**src/fbl_pkg.sv**
```systemverilog
// ----------------------------------------------------------------------------
// fbl_pkg
// Shared types and constants for the frame buffer layout planner.
// ----------------------------------------------------------------------------
package fbl_pkg;

   // default geometry
   localparam int DOWN_LAYERS_DEF = 24;
   localparam int UP_LAYERS_DEF   = 6;
   localparam int DIM_BITS_DEF    = 13;

   // fixed field widths
   localparam int ADDR_W       = 32;
   localparam int RUN_ADDR_W   = 33;   // running address keeps one carry bit
   localparam int INDEX_W      = 5;
   localparam int FACTOR_W     = 8;
   localparam int LUMA_BYTES_W = 27;
   localparam int CHR_BYTES_W  = 26;
   localparam int COUNT_W      = 5;
   localparam int UPMASK_W     = 6;
   localparam int CSR_DATA_W   = 32;
   localparam int CSR_INDEX_W  = 3;
   localparam int ALIGN_BITS   = 4;    // 16-byte alignment

   localparam logic [31:0] SLOT_BYTES_RST = 32'd4194304;

   // request sideband: action in bit 0, layer kind above it
   localparam int REQ_USER_W = 3;
   localparam int RSP_USER_W = 2;

   // response data: index, luma addr, chroma addr, luma bytes, chroma bytes, status
   localparam int RSP_FIELDS_W = INDEX_W + 2 * ADDR_W + LUMA_BYTES_W + CHR_BYTES_W + 2;
   localparam int RSP_DATA_W   = ((RSP_FIELDS_W + 7) / 8) * 8;

   typedef enum logic {
      ACT_START = 1'b0,
      ACT_LAYER = 1'b1
   } action_type;

   typedef enum logic [1:0] {
      KIND_CROP  = 2'd0,
      KIND_SCALE = 2'd1,
      KIND_DOWN  = 2'd2,
      KIND_UP    = 2'd3
   } kind_type;

   typedef enum logic [1:0] {
      ST_PLACED   = 2'd0,
      ST_SKIPPED  = 2'd1,
      ST_OVERFLOW = 2'd2,
      ST_ABORTED  = 2'd3
   } status_type;

   typedef enum logic [CSR_INDEX_W-1:0] {
      CSR_CROP_EN     = 3'd0,
      CSR_SCALE_STORE = 3'd1,
      CSR_PYR_EN      = 3'd2,
      CSR_DOWN_COUNT  = 3'd3,
      CSR_DOWN_SKIP   = 3'd4,
      CSR_UP_MASK     = 3'd5,
      CSR_UP_CHROMA   = 3'd6,
      CSR_SLOT_BYTES  = 3'd7
   } csr_index_type;

endpackage

```
**src/frame_buffer_layout_planner_unit.sv**
```systemverilog
// ----------------------------------------------------------------------------
// frame_buffer_layout_planner_unit
// Places luma and chroma planes of a frame slot in memory, one layer per item.
// ----------------------------------------------------------------------------
// Usage: send a start item (tuser action = start) with the slot base, then one
// item per layer in file order (crop, scale, down layers, up layers). Each
// layer item returns one result item with its plane addresses, sizes and a
// status; start items return nothing. The block takes one item per cycle
// unless a stalled result blocks its input. A result passes through one
// input register, then a single pass of logic (one 14x14-bit width-by-height
// multiply, a 33-bit add chain, realign and limit compare) into the result
// register. The running address, slot limit and overflow flag update in
// that same pass, so consecutive layers chain without bubbles. The input
// register keeps accepting while a result waits on a stalled output,
// holding one item.
// ----------------------------------------------------------------------------
module frame_buffer_layout_planner_unit
   import fbl_pkg::*;
#(
   parameter int DOWN_LAYERS = DOWN_LAYERS_DEF,
   parameter int UP_LAYERS   = UP_LAYERS_DEF,
   parameter int DIM_BITS    = DIM_BITS_DEF,
   localparam int REQ_FIELDS_W = ADDR_W + INDEX_W + 4 * DIM_BITS + FACTOR_W,
   localparam int REQ_DATA_W   = ((REQ_FIELDS_W + 7) / 8) * 8
)(
   input  logic                   clock,
   input  logic                   reset,
   // request: tdata = base_addr, layer_index, extent_w, extent_h,
   //          origin_w, origin_h, down_factor (low bit up)
   input  logic                   req_tvalid,
   output logic                   req_tready,
   input  logic [REQ_DATA_W-1:0]  req_tdata,
   // request tuser = action, layer_kind (low bit up)
   input  logic [REQ_USER_W-1:0]  req_tuser,
   // response: tdata = placed_index, luma_addr, chroma_addr, luma_bytes,
   //           chroma_bytes, status (low bit up)
   output logic                   rsp_tvalid,
   input  logic                   rsp_tready,
   output logic [RSP_DATA_W-1:0]  rsp_tdata,
   // response tuser = placed_kind
   output logic [RSP_USER_W-1:0]  rsp_tuser,
   // register writes
   input  logic                   csr_we,
   input  logic [CSR_INDEX_W-1:0] csr_index,
   input  logic [CSR_DATA_W-1:0]  csr_wdata
);

   // request field offsets
   localparam int IDX_LO = ADDR_W;
   localparam int EW_LO  = IDX_LO + INDEX_W;
   localparam int EH_LO  = EW_LO + DIM_BITS;
   localparam int OW_LO  = EH_LO + DIM_BITS;
   localparam int OH_LO  = OW_LO + DIM_BITS;
   localparam int FAC_LO = OH_LO + DIM_BITS;
   localparam int AW     = DIM_BITS + 1;     // aligned dimension
   localparam int PW     = 2 * AW;           // product width
   localparam int RSP_PAD_W = RSP_DATA_W - RSP_FIELDS_W;

   // ---------------- configuration registers ----------------
   logic                    crop_en_ff, scale_on_ff, pyr_en_ff;
   logic [COUNT_W-1:0]      down_count_ff;
   logic [DOWN_LAYERS-1:0]  down_skip_ff;
   logic [UP_LAYERS-1:0]    up_mask_ff, up_chroma_ff;
   logic [ADDR_W-1:0]       slot_bytes_ff;

   always_ff @(posedge clock) begin
      if (reset) begin
         crop_en_ff    <= 1'b0;
         scale_on_ff   <= 1'b0;
         pyr_en_ff     <= 1'b0;
         down_count_ff <= '0;
         down_skip_ff  <= '0;
         up_mask_ff    <= '0;
         up_chroma_ff  <= '0;
         slot_bytes_ff <= SLOT_BYTES_RST;
      end else if (csr_we) begin
         case (csr_index_type'(csr_index))
            CSR_CROP_EN:     crop_en_ff    <= csr_wdata[0];
            CSR_SCALE_STORE: scale_on_ff   <= csr_wdata[0];
            CSR_PYR_EN:      pyr_en_ff     <= csr_wdata[0];
            CSR_DOWN_COUNT:  down_count_ff <= csr_wdata[COUNT_W-1:0];
            CSR_DOWN_SKIP:   down_skip_ff  <= csr_wdata[DOWN_LAYERS-1:0];
            CSR_UP_MASK:     up_mask_ff    <= csr_wdata[UP_LAYERS-1:0];
            CSR_UP_CHROMA:   up_chroma_ff  <= csr_wdata[UP_LAYERS-1:0];
            CSR_SLOT_BYTES:  slot_bytes_ff <= csr_wdata[ADDR_W-1:0];
            default: ;
         endcase
      end
   end

   // ---------------- input register ----------------
   logic                   s1_valid_ff, s1_valid_in;
   action_type             s1_action_ff;
   kind_type               s1_kind_ff;
   logic [ADDR_W-1:0]      s1_base_ff;
   logic [INDEX_W-1:0]     s1_index_ff;
   logic [DIM_BITS-1:0]    s1_ew_ff, s1_eh_ff, s1_ow_ff, s1_oh_ff;
   logic [FACTOR_W-1:0]    s1_factor_ff;

   logic out_valid_ff, out_valid_in;
   logic advance, fire, req_fire;

   // the stage moves on when empty, or when the result slot is free or drains
   assign advance    = !s1_valid_ff || !out_valid_ff || rsp_tready;
   assign req_tready = advance;
   assign req_fire   = req_tvalid && advance;
   assign fire       = s1_valid_ff && advance;
   assign s1_valid_in = advance ? req_tvalid : s1_valid_ff;

   always_ff @(posedge clock) begin
      if (reset) begin
         s1_valid_ff <= 1'b0;
      end else begin
         s1_valid_ff <= s1_valid_in;
      end
   end

   always_ff @(posedge clock) begin
      if (req_fire) begin
         s1_action_ff <= action_type'(req_tuser[0]);
         s1_kind_ff   <= kind_type'(req_tuser[2:1]);
         s1_base_ff   <= req_tdata[ADDR_W-1:0];
         s1_index_ff  <= req_tdata[IDX_LO +: INDEX_W];
         s1_ew_ff     <= req_tdata[EW_LO +: DIM_BITS];
         s1_eh_ff     <= req_tdata[EH_LO +: DIM_BITS];
         s1_ow_ff     <= req_tdata[OW_LO +: DIM_BITS];
         s1_oh_ff     <= req_tdata[OH_LO +: DIM_BITS];
         s1_factor_ff <= req_tdata[FAC_LO +: FACTOR_W];
      end
   end

   // ---------------- slot state ----------------
   logic [RUN_ADDR_W-1:0] next_addr_ff, next_addr_in;
   logic [ADDR_W-1:0]     slot_limit_ff, slot_limit_in;
   logic                  overflowed_ff, overflowed_in;

   // ---------------- placement logic ----------------
   logic [DIM_BITS-1:0]   w, h;
   logic [AW-1:0]         w_al, h_al;
   logic [PW-1:0]         prod;
   logic [RUN_ADDR_W-1:0] size, half, chroma_end, end_addr, end_round, base_round;
   logic [DOWN_LAYERS-1:0] skip_sh;
   logic [UP_LAYERS-1:0]   upm_sh, upc_sh;
   logic                  enabled, chroma, ovf_here;
   status_type            status;

   assign skip_sh = down_skip_ff >> s1_index_ff;
   assign upm_sh  = up_mask_ff   >> s1_index_ff;
   assign upc_sh  = up_chroma_ff >> s1_index_ff;

   always_comb begin
      w       = s1_ew_ff;
      h       = s1_eh_ff;
      enabled = 1'b0;
      chroma  = 1'b1;
      case (s1_kind_ff)
         KIND_CROP: begin
            // origin past the end clamps to an empty extent
            w       = (s1_ew_ff > s1_ow_ff) ? (s1_ew_ff - s1_ow_ff) : '0;
            h       = (s1_eh_ff > s1_oh_ff) ? (s1_eh_ff - s1_oh_ff) : '0;
            enabled = crop_en_ff;
         end
         KIND_SCALE: begin
            enabled = scale_on_ff;
         end
         KIND_DOWN: begin
            enabled = pyr_en_ff && (s1_index_ff < down_count_ff)
                   && ({1'b0, s1_index_ff} < (INDEX_W+1)'(DOWN_LAYERS))
                   && !((s1_index_ff != '0) && (s1_factor_ff == '0));
            chroma  = !skip_sh[0];
         end
         KIND_UP: begin
            enabled = pyr_en_ff && ({1'b0, s1_index_ff} < (INDEX_W+1)'(UP_LAYERS))
                   && upm_sh[0];
            chroma  = upc_sh[0];
         end
         default: ;
      endcase
   end

   always_comb begin
      w_al = {1'b0, w} + AW'(15);
      w_al[ALIGN_BITS-1:0] = '0;
      h_al = {1'b0, h} + AW'(15);
      h_al[ALIGN_BITS-1:0] = '0;
   end

   assign prod       = w_al * h_al;
   assign size       = RUN_ADDR_W'(prod);
   assign half       = size >> 1;
   assign chroma_end = next_addr_ff + size;
   assign end_addr   = chroma ? (chroma_end + half) : chroma_end;

   always_comb begin
      end_round = end_addr + RUN_ADDR_W'(15);
      end_round[ALIGN_BITS-1:0] = '0;
      base_round = {1'b0, s1_base_ff} + RUN_ADDR_W'(15);
      base_round[ALIGN_BITS-1:0] = '0;
   end

   assign ovf_here = (end_round >= {1'b0, slot_limit_ff});

   always_comb begin
      if (overflowed_ff) begin
         status = ST_ABORTED;
      end else if (!enabled) begin
         status = ST_SKIPPED;
      end else if (ovf_here) begin
         status = ST_OVERFLOW;
      end else begin
         status = ST_PLACED;
      end
   end

   // state update
   always_comb begin
      next_addr_in  = next_addr_ff;
      slot_limit_in = slot_limit_ff;
      overflowed_in = overflowed_ff;
      if (fire) begin
         if (s1_action_ff == ACT_START) begin
            next_addr_in  = base_round;
            slot_limit_in = s1_base_ff + slot_bytes_ff;
            overflowed_in = 1'b0;
         end else if (!overflowed_ff && enabled) begin
            next_addr_in  = end_round;
            overflowed_in = ovf_here;
         end
      end
   end

   always_ff @(posedge clock) begin
      if (reset) begin
         next_addr_ff  <= '0;
         slot_limit_ff <= '0;
         overflowed_ff <= 1'b0;
      end else begin
         next_addr_ff  <= next_addr_in;
         slot_limit_ff <= slot_limit_in;
         overflowed_ff <= overflowed_in;
      end
   end

   // ---------------- result register ----------------
   logic                    load_out, placed;
   kind_type                out_kind_ff;
   logic [INDEX_W-1:0]      out_index_ff;
   logic [ADDR_W-1:0]       out_luma_addr_ff, out_chroma_addr_ff;
   logic [LUMA_BYTES_W-1:0] out_luma_bytes_ff;
   logic [CHR_BYTES_W-1:0]  out_chroma_bytes_ff;
   status_type              out_status_ff;

   assign load_out = fire && (s1_action_ff == ACT_LAYER);
   assign placed   = !overflowed_ff && enabled;
   assign out_valid_in = load_out ? 1'b1 : (rsp_tready ? 1'b0 : out_valid_ff);

   always_ff @(posedge clock) begin
      if (reset) begin
         out_valid_ff <= 1'b0;
      end else begin
         out_valid_ff <= out_valid_in;
      end
   end

   always_ff @(posedge clock) begin
      if (load_out) begin
         out_kind_ff         <= s1_kind_ff;
         out_index_ff        <= s1_index_ff;
         out_status_ff       <= status;
         out_luma_addr_ff    <= placed ? next_addr_ff[ADDR_W-1:0] : '0;
         out_luma_bytes_ff   <= placed ? size[LUMA_BYTES_W-1:0] : '0;
         out_chroma_addr_ff  <= (placed && chroma) ? chroma_end[ADDR_W-1:0] : '0;
         out_chroma_bytes_ff <= (placed && chroma) ? half[CHR_BYTES_W-1:0] : '0;
      end
   end

   assign rsp_tvalid = out_valid_ff;
   assign rsp_tuser  = out_kind_ff;
   assign rsp_tdata  = {{RSP_PAD_W{1'b0}}, out_status_ff, out_chroma_bytes_ff,
                        out_luma_bytes_ff, out_chroma_addr_ff, out_luma_addr_ff,
                        out_index_ff};

endmodule

```
**config.mk**
```make
export PLATFORM = sky130hd
export DESIGN_NAME = frame_buffer_layout_planner_unit
export DESIGN_NICKNAME = d
export VERILOG_FILES = /design/src/fbl_pkg.sv /design/src/frame_buffer_layout_planner_unit.sv
export SDC_FILE = /design/constraint.sdc
export NUM_CORES = 1
export LEC_CHECK = 0
export CAP_MARGIN = 15
export CORE_ASPECT_RATIO = 0.7
export CORE_MARGIN = 2
export CORE_UTILIZATION = 30
export DETAILED_ROUTE_END_ITERATION = 8
export DONT_BUFFER_PORTS = 1
export GPL_TIMING_DRIVEN = 0
export SLEW_MARGIN = 10
export SYNTH_ARGS = -nofsm -noshare
export SYNTH_HDL_FRONTEND = slang
export SYNTH_SLANG_ARGS = --single-unit
```
**constraint.sdc**
```tcl
create_clock -name clock -period 12.2 [get_ports clock]
set_input_delay 0 -clock clock [delete_from_list [all_inputs] [get_ports clock]]
set_output_delay 0 -clock clock [all_outputs]
set_load 0.01 [all_outputs]
```
# Word level (Yosys, flattened, before mapping)
# Index checks and enable logic that the tools add are counted.
# W data, S select, Z words.
# totals
regBits	370
inputBits	147
out_inout_bits	132
elab_cells	113
# classes
addsub	9
multipliers	1
n_lt_le_gt_ge	6
eq_ne	11
shifts	3
n_mux	15
bitwise	2
n_reduce_logical	34
# op_table
operator	n
$mux W33	3
$mux W13	4
$add A32 B4 Y33 const B	1
$add A33 B27 Y33	1
$add A33 B28 Y33	1
$add A33 B4 Y33 const B	1
$ge A33 B32 Y1	1
$add A32 B32 Y32	1
$add A13 B4 Y14 const B	2
$gt A13 B13 Y1	2
$sub A13 B13 Y13	2
$shr A24 B5 Y1	1
$mul A10 B10 Y20	1
$reduce_and A2 Y1	10
$eq A3 B3 Y1 const B	4
$shr A6 B5 Y1	2
$logic_and A1 B1 Y1	11
$logic_not A8 Y1	1
$eq A3 B2 Y1 const B	2
$logic_not A1 Y1	5
$lt A5 B3 Y1 const B	1
$lt A5 B5 Y1	1
$lt A5 B5 Y1 const B	1
$reduce_bool A5 Y1	1
other kinds (14)	21

# Logic depth before layout (Yosys ltp)
# depth
ltp_word	12
depth_mapped	56
ltp_nobuf	55

# Least setup slack after synthesis
# OpenSTA, ideal clock, no wires.
# synth_timing
kind	reg2reg
from	register s1_eh_ff[0]
to	register out_status_ff[1], data pin
setup_time_ns	0.254
arrival_time_ns	11.109
t_required_ns	11.946
setup_slack_ns	0.837
stages_incl_launch_ff	53
n_path_buf	1
synth_period_minus_slack_ns	11.363
path_cell_list	edfxtp_1 inv_1 ha_1 inv_1 fa_1 a21o_1 a21o_1 a21oi_1 o21ai_0 xnor2_1 o41a_1 a221oi_2 nand2_1 xor2_1 or2_2 fa_1 fa_1 inv_1 [... 17 more ...] o21a_1 nand3b_1 o21ai_1 o21bai_1 a21oi_1 xnor2_1 ha_1 nand2_1 o31ai_1 and4bb_2 xnor2_1 ha_1 nand3_1 nor2_1 o21ai_0 a31oi_1 or3_1 a21o_1
# synth_via
elab_chain_len	12
elab_cells_between_ends	13
cone_classes	add/sub: 5; mul: 1; order compare: 2; mux: 5
# synth_lines
item	line_no	source
start, declared	frame_buffer_layout_planner_unit.sv:97	logic [DIM_BITS-1:0] s1_ew_ff, s1_eh_ff, s1_ow_ff, s1_oh_ff;
start signal, assigned	frame_buffer_layout_planner_unit.sv:125	s1_eh_ff <= req_tdata[EH_LO +: DIM_BITS];
$sub A13 B13 Y13 / $gt A13 B13 Y1 (equally long branches)	frame_buffer_layout_planner_unit.sv:160	h = (s1_eh_ff > s1_oh_ff) ? (s1_eh_ff - s1_oh_ff) : '0;
$mux W13	frame_buffer_layout_planner_unit.sv:160	
$mux W13 *	frame_buffer_layout_planner_unit.sv:156	case (s1_kind_ff)
$add A13 B4 Y14 *	frame_buffer_layout_planner_unit.sv:184	h_al = {1'b0, h} + AW'(15);
$mul A10 B10 Y20 *	frame_buffer_layout_planner_unit.sv:188	assign prod = w_al * h_al;
net prod[23]	frame_buffer_layout_planner_unit.sv:140	logic [PW-1:0] prod;
$add A33 B28 Y33 *	frame_buffer_layout_planner_unit.sv:191	assign chroma_end = next_addr_ff + size;
net chroma_end[26]	frame_buffer_layout_planner_unit.sv:141	logic [RUN_ADDR_W-1:0] size, half, chroma_end, end_addr, end_round, base_round;
$add A33 B27 Y33	frame_buffer_layout_planner_unit.sv:192	assign end_addr = chroma ? (chroma_end + half) : chroma_end;
$mux W33 *	frame_buffer_layout_planner_unit.sv:192	
$add A33 B4 Y33 *	frame_buffer_layout_planner_unit.sv:195	end_round = end_addr + RUN_ADDR_W'(15);
$ge A33 B32 Y1 *	frame_buffer_layout_planner_unit.sv:201	assign ovf_here = (end_round >= {1'b0, slot_limit_ff});
$mux W2 *	frame_buffer_layout_planner_unit.sv:208	end else if (ovf_here) begin
$mux W2 *	frame_buffer_layout_planner_unit.sv:206	end else if (!enabled) begin
end signal, assigned	frame_buffer_layout_planner_unit.sv:269	out_status_ff <= status;
end, declared	frame_buffer_layout_planner_unit.sv:251	status_type out_status_ff;
# The timed path passes the listed nets; every way through them passes the cells marked *.
# A chain may end at the register's enable or synchronous reset.

# Worst setup path in the final report
# Ends and elaborated chain as after synthesis.

==> results_dict.tcl <==
set metrics [dict create \
    clk_path_buf_depth 3 \
    p_per_area_mw_per_mm2 304 \
    fillers 7484 \
    gp_congestion 0.900 \
    vdd.ir_drop.worst_mv 0.445 \
    syn2layout_area_growth_pct 23.9 \
    slowest_delay_ns 0.56 \
    grt_antenna_before_repair 0 \
    grt_max_degree 80 \
    r2r_slack_ns 0.42 \
    wl_um 72400 \
    hold_slack_ns 0.0328 \
    endpoint_kind "flip-flop" \
    async_flop_share 0 \
    ys_warn_count 0 \
    max_freq_mhz 84.9 \
    portBuffers 0 \
    nets 3102 \
    critPathLaunchType "flip-flop" \
    worstMarginPinSlew_ns 0.973 \
    worst-path-max-fanout 5 \
    gr-usage-all-layers 0.179 \
    syn_area_mm2 0.0229 \
    yosys.area.top_type "edfxtp_1" \
    grt_pass1_vias 17900 \
    multiInputGateArea_mm2 0.0137 \
    grt_overflow 0 \
    crit_required_ns 12.53 \
    cts.sinks 343 \
    path_clk_slew_ns 0.07 \
    hp-class "in -> reg" \
    start_util 0.304 \
    rows 84 \
    min_period_ns 11.78 \
    synthTopCellsByArea "edfxtp_1 (27%), dfxtp_1 (12%), ha_1 (10%)" \
    numCtsBuffers 38 \
    setup_viol 0 \
    synth_cells 2434 \
    drt-initial-drc-count 1460 \
    io_pins 279 \
    clk_latency_ns 0.58 \
    slew_headroom 0.352 \
    cts_tree "done" \
    synth_top_cell_area_share 0.267 \
    r2r-end "out_status_ff[1]" \
    regArea_mm2 0.00890 \
    fin_util 0.376 \
    p_leak_nw 11.7 \
    critPathArrivalTime_ns 12.12 \
    ys_seq_area_frac 0.389 \
    die_h_um 235 \
    drive_gt1_frac 0.122 \
    finalHoldViolCount 0 \
    synth_cell_types 86 \
    maxSlewViolCount 0 \
    avgSynthCellArea_um2 9.40 \
    vias_per_cell 5.00 \
    finClkSkew_ns 0.0373 \
    cp_slowest_cell "fa_1" \
    post-dp-hpwl_um 54900 \
    postRouteAntennaNets 0 \
    crit_type "reg -> reg" \
    drc 0 \
    die_w_um 334 \
    synth-main-ff-cell "edfxtp_1" \
    synth_edf_count 203 \
    r2r_start "s1_eh_ff[0]" \
    detail_route.wl_per_cell_um 19.5 \
    status "finished, final reports clean" \
    synth_seq_cells 343 \
    hold_depth 4 \
    period_share 0.966 \
    drv_cap 0 \
    die_area_mm2 0.0785 \
    core_mm2 0.0753 \
    min_from "csr_index[1]" \
    cts_root_buf "clkbuf_16" \
    min_to "pyr_en_ff" \
    reg2regPathDepth 55 \
    first_pass_iters 7 \
    h-tree-depth 2 \
    cp_common_cell "a21o_1" \
    vias 18600 \
    grt_pass1_wl_um 108000 \
]
kinds of logic after synthesis:
kind of cell	after synthesis	share of synthesized area
XOR/XNOR	135	0.0520
buffers and inverters	320	0.0574
adder cells (fa/ha/maj)	252	0.160
multiplexers	43	0.0225
AO/OA/AOI/OAI	530	0.151
flip-flops	343	0.389
AND/OR/NAND/NOR	810	0.168
other	1	0.000164
through the flow:
step | instance area (µm²) | TNS, ns | instances | power (mW) | setup slack, ns
6_report | 28300 | 0 | 3720 | 8.60 | 0.417
5_1_grt | 28300 | -0.176 | 3719 | 9.38 | -0.126
4_1_cts | 27400 | 0 | 3676 | 7.96 | 0.00640
3_5_place_dp | 24300 | -2.62 | 3451 | 6.44 | -1.24
3_3_place_gp | 24200 | -2.39 | 3449 | 6.41 | -1.22
2_1_floorplan | 23000 | 0 | 2460 | 5.32 | 0.837
per-layer routing:
| metal | up-vias | share of wire | GRT usage | wire length, µm |
|---|---|---|---|---|
| li1 | 8995 | - | - | - |
| met1 | 8950 | 0.48 | 0.268 | 34800 |
| met2 | 601 | 0.43 | 0.263 | 31100 |
| met3 | 72 | 0.072 | 0.0337 | 5190 |
| met4 | 0 | 0.017 | 0.0411 | 1250 |
| met5 | - | 0 | 0 | 0 |
worst max-delay path by stage:
stage | from | to | cells past startpoint
global route | s1_eh_ff[0] | out_status_ff[1] | 54
finish | s1_eh_ff[0] | out_status_ff[1] | 55
detailed placement | s1_eh_ff[1] | out_status_ff[1] | 47
CTS | s1_eh_ff[4] | out_status_ff[1] | 50
global placement | s1_eh_ff[1] | out_status_ff[1] | 47
floorplan | s1_eh_ff[0] | out_status_ff[1] | 52
cells in the mapped netlist, drive strengths merged, types with 7 or more instances:
library cell,number
a211oi,23
a21o,65
a21oi,206
a31oi,10
and2,45
and3,34
and4,8
buf,38
clkbuf,70
dfxtp,140
edfxtp,203
fa,67
ha,185
inv,211
mux2,7
mux2i,30
nand2,301
nand2b,39
nand3,45
nand3b,8
nand4,17
nor2,188
nor2b,20
nor3,36
nor4,8
o211ai,21
o21a,23
o21ai,81
o21bai,9
o31ai,12
or2,23
or3,14
or4,9
xnor2,78
xor2,57
placed cells by master, fill, tap and decap left out, types with 57 or more instances in the layout:
cell type,n
clkbuf_1,74
a21o_1,65
nor2_1,186
xnor2_1,57
edfxtp_1,203
dfxtp_1,140
a21oi_1,189
inv_1,204
ha_1,169
buf_4,84
fa_1,65
nand2_1,298
o21ai_0,61
dlygate4sd3_1,144
what timing repair did:
| item | in CTS | in global routing |
|---|---|---|
| resized for setup | 57 | 112 |
| endpoints found under the hold margin | 217 | 0 |
| setup buffers | 16 | 43 |
| setup endpoints to repair | 8 | 2 |
| hold buffers | 144 | 0 |
| pin swaps | 16 | 62 |
registers in the layout, summed over array words and instances (netlist names), 2 cells and up:
| register | flops |
|---|---|
| out_luma_bytes_ff | 19 |
| up_chroma_ff | 6 |
| s1_ew_ff | 13 |
| s1_ow_ff | 13 |
| out_status_ff | 2 |
| s1_eh_ff | 13 |
| slot_limit_ff | 32 |
| s1_kind_ff | 2 |
| s1_index_ff | 5 |
| out_index_ff | 5 |
| up_mask_ff | 6 |
| slot_bytes_ff | 32 |
| s1_base_ff | 32 |
| next_addr_ff | 29 |
| down_count_ff | 5 |
| s1_oh_ff | 13 |
| s1_factor_ff | 8 |
| down_skip_ff | 24 |
| out_chroma_addr_ff | 28 |
| out_chroma_bytes_ff | 19 |
| rsp_tuser | 2 |
| out_luma_addr_ff | 28 |
final cells by class:
type,instances,share of cell area
Sequential cell,343,0.314
Buffer,105,0.0181
Tap cell,989,0.0437
Clock inverter,19,0.00786
Antenna cell,1,0.0000883
Timing Repair Buffer,206,0.0691
Clock buffer,48,0.0356
Multi-Input combinational cell,1797,0.483
Inverter,212,0.0284
critical path: cells and delay by family, from the launching register on:
kind                     cells  cell delay, ns
adder cells (fa/ha/maj)     11            4.35
buffers and inverters       12            1.07
AND/OR/NAND/NOR              4            0.58
XOR/XNOR                     4            0.82
AO/OA/AOI/OAI               24            4.35
flip-flops                   1            0.39
power by group:
group | total [mW] | internal [mW] | switching, mW
combinational | 6.04 | 2.64 | 3.40
clock | 1.18 | 0.676 | 0.505
sequential | 1.38 | 1.31 | 0.0699
(Power assumes the default switching activity.)
